`config.mk`:
```
export PLATFORM = sky130hd
export DESIGN_NAME = ecvf_cfg_regs
export DESIGN_NICKNAME = d
export VERILOG_FILES = /design/src/rtl/ecvf_pkg.sv /design/src/rtl/ecvf_cfg_regs.sv
export SDC_FILE = /design/constraint.sdc
export NUM_CORES = 1
export LEC_CHECK = 0
export BUFFER_PORTS_ARGS = -buffer_cell sky130_fd_sc_hd__buf_2
export CORE_ASPECT_RATIO = 1.5
export CORE_UTILIZATION = 50
export DETAILED_ROUTE_END_ITERATION = 16
export PLACE_DENSITY_LB_ADDON = 0.05
export SLEW_MARGIN = 20
export SYNTH_ARGS = -nofsm -noshare
export SYNTH_HDL_FRONTEND = slang
export SYNTH_SLANG_ARGS = --single-unit
export TNS_END_PERCENT = 100
```
`constraint.sdc`:
```
create_clock -name clk -period 1.65 [get_ports clk]
set_input_delay 0.165 -clock clk [delete_from_list [all_inputs] [get_ports clk]]
set_output_delay 0.165 -clock clk [all_outputs]
set_load 0.1 [all_outputs]
```
`src/rtl/ecvf_pkg.sv`:
```
// Shared types, constants and register codes for the elevation column voxel fill block.
`default_nettype none

package ecvf_pkg;

  // Default geometry
  localparam int CELLS_DEF  = 16384;
  localparam int LAYERS_DEF = 64;

  // Field widths
  localparam int IDX_W      = 14;
  localparam int DATA_W     = 32;
  localparam int THICK_W    = 31;
  localparam int LAYER_W    = 6;
  localparam int CNT_W      = 7;
  localparam int MODE_W     = 2;
  localparam int BOUND_W    = 40;
  localparam int VOXEL_W    = DATA_W + 1;
  localparam int REG_ADDR_W = 5;
  localparam int REG_IDX_W  = 3;

  // Register indexes (byte address is 4 * index)
  localparam logic [REG_IDX_W-1:0] REG_VOLUME_BOTTOM   = 3'd0;
  localparam logic [REG_IDX_W-1:0] REG_LAYER_THICKNESS = 3'd1;
  localparam logic [REG_IDX_W-1:0] REG_LAYERS_IN_USE   = 3'd2;
  localparam logic [REG_IDX_W-1:0] REG_UPPER_FILL      = 3'd3;
  localparam logic [REG_IDX_W-1:0] REG_LOWER_FILL      = 3'd4;
  localparam logic [REG_IDX_W-1:0] REG_UPPER_MODE      = 3'd5;
  localparam logic [REG_IDX_W-1:0] REG_LOWER_MODE      = 3'd6;
  localparam logic [REG_IDX_W-1:0] REG_FIRST_PASS      = 3'd7;

  // Fill rule codes; the unused code behaves as null/keep
  localparam logic [MODE_W-1:0] MODE_KEEP = 2'd0;
  localparam logic [MODE_W-1:0] MODE_CELL = 2'd1;
  localparam logic [MODE_W-1:0] MODE_FILL = 2'd2;

  // Register reset values
  localparam logic [THICK_W-1:0] THICK_RST  = 31'd65536;
  localparam logic [CNT_W-1:0]   LAYERS_RST = 7'd64;

  typedef struct packed {
    logic signed [DATA_W-1:0] volume_bottom;
    logic [THICK_W-1:0]       layer_thickness;
    logic [CNT_W-1:0]         layers_in_use;
    logic signed [DATA_W-1:0] upper_fill;
    logic signed [DATA_W-1:0] lower_fill;
    logic [MODE_W-1:0]        upper_mode;
    logic [MODE_W-1:0]        lower_mode;
    logic                     first_pass;
  } cfg_t;

  typedef struct packed {
    logic [IDX_W-1:0]         cell_index;
    logic signed [DATA_W-1:0] elevation;
    logic                     elevation_null;
    logic signed [DATA_W-1:0] cell_value;
    logic                     value_null;
  } cell_t;

  typedef struct packed {
    logic [LAYER_W-1:0]       layer;
    logic signed [DATA_W-1:0] voxel_value;
    logic                     voxel_null;
    logic                     last_layer;
  } voxel_t;

  // Sequencer controls toward the layer unit
  typedef struct packed {
    logic init;   // load the bounds of layer zero
    logic rd_en;  // read the voxel store
    logic wr_en;  // finish one layer: write voxel, advance bounds
  } ctl_t;

endpackage

`default_nettype wire

```
`src/rtl/ecvf_cfg_regs.sv`:
```
// APB-style configuration register file.
`default_nettype none

module ecvf_cfg_regs (
  input  wire logic                               clk,
  input  wire logic                               rst,
  input  wire logic                               psel,
  input  wire logic                               penable,
  input  wire logic                               pwrite,
  input  wire logic [ecvf_pkg::REG_ADDR_W-1:0]    paddr,
  input  wire logic [ecvf_pkg::DATA_W-1:0]        pwdata,
  output logic      [ecvf_pkg::DATA_W-1:0]        prdata,
  output logic                                    pready,
  output ecvf_pkg::cfg_t                          cfg
);
  import ecvf_pkg::*;

  logic                 wr;
  logic [REG_IDX_W-1:0] idx;

  assign pready = 1'b1;
  assign wr     = psel && penable && pwrite;
  assign idx    = paddr[REG_ADDR_W-1:2];

  // Register writes
  always_ff @(posedge clk) begin
    if (rst) begin
      cfg.volume_bottom   <= '0;
      cfg.layer_thickness <= THICK_RST;
      cfg.layers_in_use   <= LAYERS_RST;
      cfg.upper_fill      <= '0;
      cfg.lower_fill      <= '0;
      cfg.upper_mode      <= MODE_KEEP;
      cfg.lower_mode      <= MODE_KEEP;
      cfg.first_pass      <= 1'b1;
    end else if (wr) begin
      unique case (idx)
        REG_VOLUME_BOTTOM:   cfg.volume_bottom   <= pwdata;
        REG_LAYER_THICKNESS: cfg.layer_thickness <= pwdata[THICK_W-1:0];
        REG_LAYERS_IN_USE:   cfg.layers_in_use   <= pwdata[CNT_W-1:0];
        REG_UPPER_FILL:      cfg.upper_fill      <= pwdata;
        REG_LOWER_FILL:      cfg.lower_fill      <= pwdata;
        REG_UPPER_MODE:      cfg.upper_mode      <= pwdata[MODE_W-1:0];
        REG_LOWER_MODE:      cfg.lower_mode      <= pwdata[MODE_W-1:0];
        REG_FIRST_PASS:      cfg.first_pass      <= pwdata[0];
      endcase
    end
  end

  // Readback
  always_comb begin
    unique case (idx)
      REG_VOLUME_BOTTOM:   prdata = cfg.volume_bottom;
      REG_LAYER_THICKNESS: prdata = {1'b0, cfg.layer_thickness};
      REG_LAYERS_IN_USE:   prdata = {{(DATA_W-CNT_W){1'b0}}, cfg.layers_in_use};
      REG_UPPER_FILL:      prdata = cfg.upper_fill;
      REG_LOWER_FILL:      prdata = cfg.lower_fill;
      REG_UPPER_MODE:      prdata = {{(DATA_W-MODE_W){1'b0}}, cfg.upper_mode};
      REG_LOWER_MODE:      prdata = {{(DATA_W-MODE_W){1'b0}}, cfg.lower_mode};
      REG_FIRST_PASS:      prdata = {{(DATA_W-1){1'b0}}, cfg.first_pass};
    endcase
  end

endmodule

`default_nettype wire

```
==> impl_metrics.py <==
metrics = {
    "placement": {
        "finalWeightedCongestion": 0.811,
        "io_buffer_count": 210,
        "placedCellCount": 1208,
        "dp_hpwl_um": 14700,
        "pre_cts_ws_ns": -0.00698,
        "placed_cell_area_um2": 8830,
    },
    "global_route": {
        "antenna_found_initial": 0,
        "grt-ovfl-total": 0,
        "grtUsageTotal_pct": 32.9,
        "grt_max_degree": 38,
        "grt_pass1_vias": 6434,
        "grt_first_pass_wirelength_um": 32600,
    },
    "cells_and_area": {
        "final_area_um2": 9490,
        "syn2layout_area_growth_pct": 54.2,
        "largest_register_ffs": 139,
        "final_nets": 1117,
        "top_regs": "cfg: 139 flops",
        "n_antenna_cell": 0,
        "regMostFlops": "cfg",
        "instances_no_fill": 1241,
        "layout-drive-gt1-share_pct": 44.2,
        "final_util_pct": 79.0,
    },
    "timing": {
        "fmax_mhz": 597,
        "min_period_ns": 1.68,
        "fin_ws_ns": -0.0264,
        "drv_slew": 0,
        "tightest_slew_ns": 0.531,
        "final.period_utilization_pct": 102,
        "grt_setup_unrepaired": "yes",
        "hold_violations": 0,
        "finalSetupTns_ns": -0.0317,
        "setup_violations": 2,
        "clock_skew_ns": 0,
        "fin_hold_ws_ns": 0.00951,
        "relSlewSlack_pct": 64.9,
    },
    "yosys": {
        "synth.most_common_cell": "nand2_1",
        "async_reset_ff_share_pct": 0,
        "yosysTopAreaCell": "dfxtp_1",
        "syn-instance-count": 866,
        "seq_area_frac_synth_pct": 45.2,
        "synthFlopType": "dfxtp_1",
        "synth_edf_count": 0,
        "ys_types": 33,
        "yosys_warnings": 0,
        "yosys-top-cells-count": "296 x nand2_1, 188 x a21oi_1, 139 x dfxtp_1, 40 x nor2_1, 35 x clkbuf_1",
        "synth_area_um2": 6160,
        "syn_area_per_cell_um2": 7.11,
        "synth_fp_nets": 908,
        "synthTopCellsByArea": "dfxtp_1 45%, nand2_1 18%, a21oi_1 15%",
        "synth_top_area_share_pct": 45.2,
        "synth_seq_cells": 139,
    },
    "power": {
        "p_per_area_nw_per_um2": 867,
        "clkPwrFrac_pct": 45.3,
        "ir_drop_uv": 831,
        "internal_power_mw": 5.87,
        "sw_frac_of_total_pct": 28.7,
        "total_power_mw": 8.23,
        "power.leakage_nw": 3.89,
        "pwr-share-comb_pct": 14.6,
        "net-switching-power_mw": 2.36,
        "power.share.sequential_pct": 40.1,
    },
    "worst_setup_path": {
        "path_max_fanout": 3,
        "crit_arrival_ns": 1.51,
        "cp.required_ns": 1.48,
        "crit_slowest_cell": "o32a_4",
        "critPathKind": "reg2out",
        "r2r_start": "cfg[92]",
        "r2r_slack_ns": 0.82,
        "r2r_cells": 3,
        "crit_chain": "nand4b_1, o21ai_0, o32a_4, buf_12",
        "r2r-end": "cfg[92]",
        "cp-end-kind": "output port",
        "max_stage_delay_ns": 0.40,
        "crit_path_start": "cfg[4]",
        "crit_path_start_kind": "flop",
    },
    "cts": {
        "clk_path_buf_depth": 2,
        "clock_latency_ns": 0.41,
        "htreeDepth": 4,
        "cts_buffers": 17,
        "root_buffer": "clkbuf_16",
        "path_clk_slew_ns": 0.06,
        "tritoncts": "built",
        "clock-sinks": 139,
    },
    "min_path": {
        "hold_path.class": "in2reg",
        "whs_path_depth": 3,
        "hp-start": "pwdata[31]",
        "hold_path_end": "cfg[138]",
    },
    "drt": {
        "avgViaCountPerCell": 5.50,
        "num_vias": 6830,
        "route.detailed.drc": 0,
        "drt_pass1_iterations": 5,
        "drt.antenna.violating_nets": 0,
        "drt_iter0_drc": 313,
        "wl_per_cell_um": 17.0,
        "drt_wl_total_um": 21100,
    },
    "run_status": {
        "violations": "setup timing",
        "outcome": "finished, violations left",
    },
    "floorplan": {
        "start_util_pct": 51.2,
        "dieArea_um2": 12800,
        "fp.dieH_um": 138,
        "ioPinCount": 214,
        "core_um2": 12000,
        "rows": 49,
        "fp.dieW_um": 92.6,
    },
    "run": {
        "maxCapViolations": 0,
    },
}
[repair_timing]
action	4_1_cts	5_1_grt
hold buffers	0	0
setup buffers	1	0
pin swaps	3	2
endpoints found under the setup margin	7	14
gates resized for setup	7	9
gates cloned	0	0
[worst max-delay path: cells and delay by family, from the launching register on]
kind	cells	cell delay, ns
and+or+nand+nor	1	0.08
AOI/OAI and AO/OA	2	0.52
buffers and inverters	1	0.17
DFF	1	0.34
[worst max path at each step]
stage                       endpoint  slack [ns]  cells past startpoint
final                      prdata[1]       -0.03                      4
after global routing       prdata[1]       -0.06                      5
after detailed placement  prdata[18]      -0.007                      6
after CTS                  prdata[1]       -0.04                      5
after global placement     prdata[1]       0.009                      6
after floorplan            prdata[3]       -0.19                      5
[cells by family after synthesis]
group | share of synthesized area (%)
mux | 1.32
compound gates | 20.6
simple gates | 26.4
flops | 45.2
other cells | 0.0609
buf+inv | 6.34
[layout make-up]
type	instances	area [um^2]
inverters	25	93.8
well taps	153	191
clock buffers	18	429
multi-input cells	634	3460
repair buffers	258	2040
flip-flops and latches	139	3130
fillers	894	2520
clock inverters	14	146
[cells in the final DEF (no fill, tap or decap), types with 6 or more instances in the layout]
| master | n |
|---|---|
| dfxtp_4 | 69 |
| nand3_1 | 6 |
| mux2i_1 | 6 |
| dfxtp_2 | 69 |
| a21oi_4 | 24 |
| buf_12 | 43 |
| nor2_1 | 36 |
| buf_4 | 36 |
| clkinvlp_4 | 6 |
| buf_2 | 177 |
| inv_1 | 24 |
| nand2b_1 | 6 |
| nor2b_1 | 24 |
| a21oi_1 | 161 |
| nand2_1 | 296 |
| clkbuf_16 | 17 |
| o21bai_1 | 27 |
[power groups by stage]
stage	combinational [mW]	sequential (mW)	clock, mW
after floorplan	0.597	3.55	0
after global placement	1.17	3.37	0
after detailed placement	1.17	3.37	0
after CTS	1.19	3.30	3.75
after global routing	1.25	3.30	3.91
final	1.20	3.30	3.73
[per-layer routing]
metal  vias to the layer above  track usage (%)  share of wire, %
met1                      3225             37.3                38
met3                        53             7.13               7.4
li1                       3240                -                 -
met2                       312             58.4                52
met4                         0             15.5               3.2
met5                         -                0                 0
(Power assumes the default switching activity.)
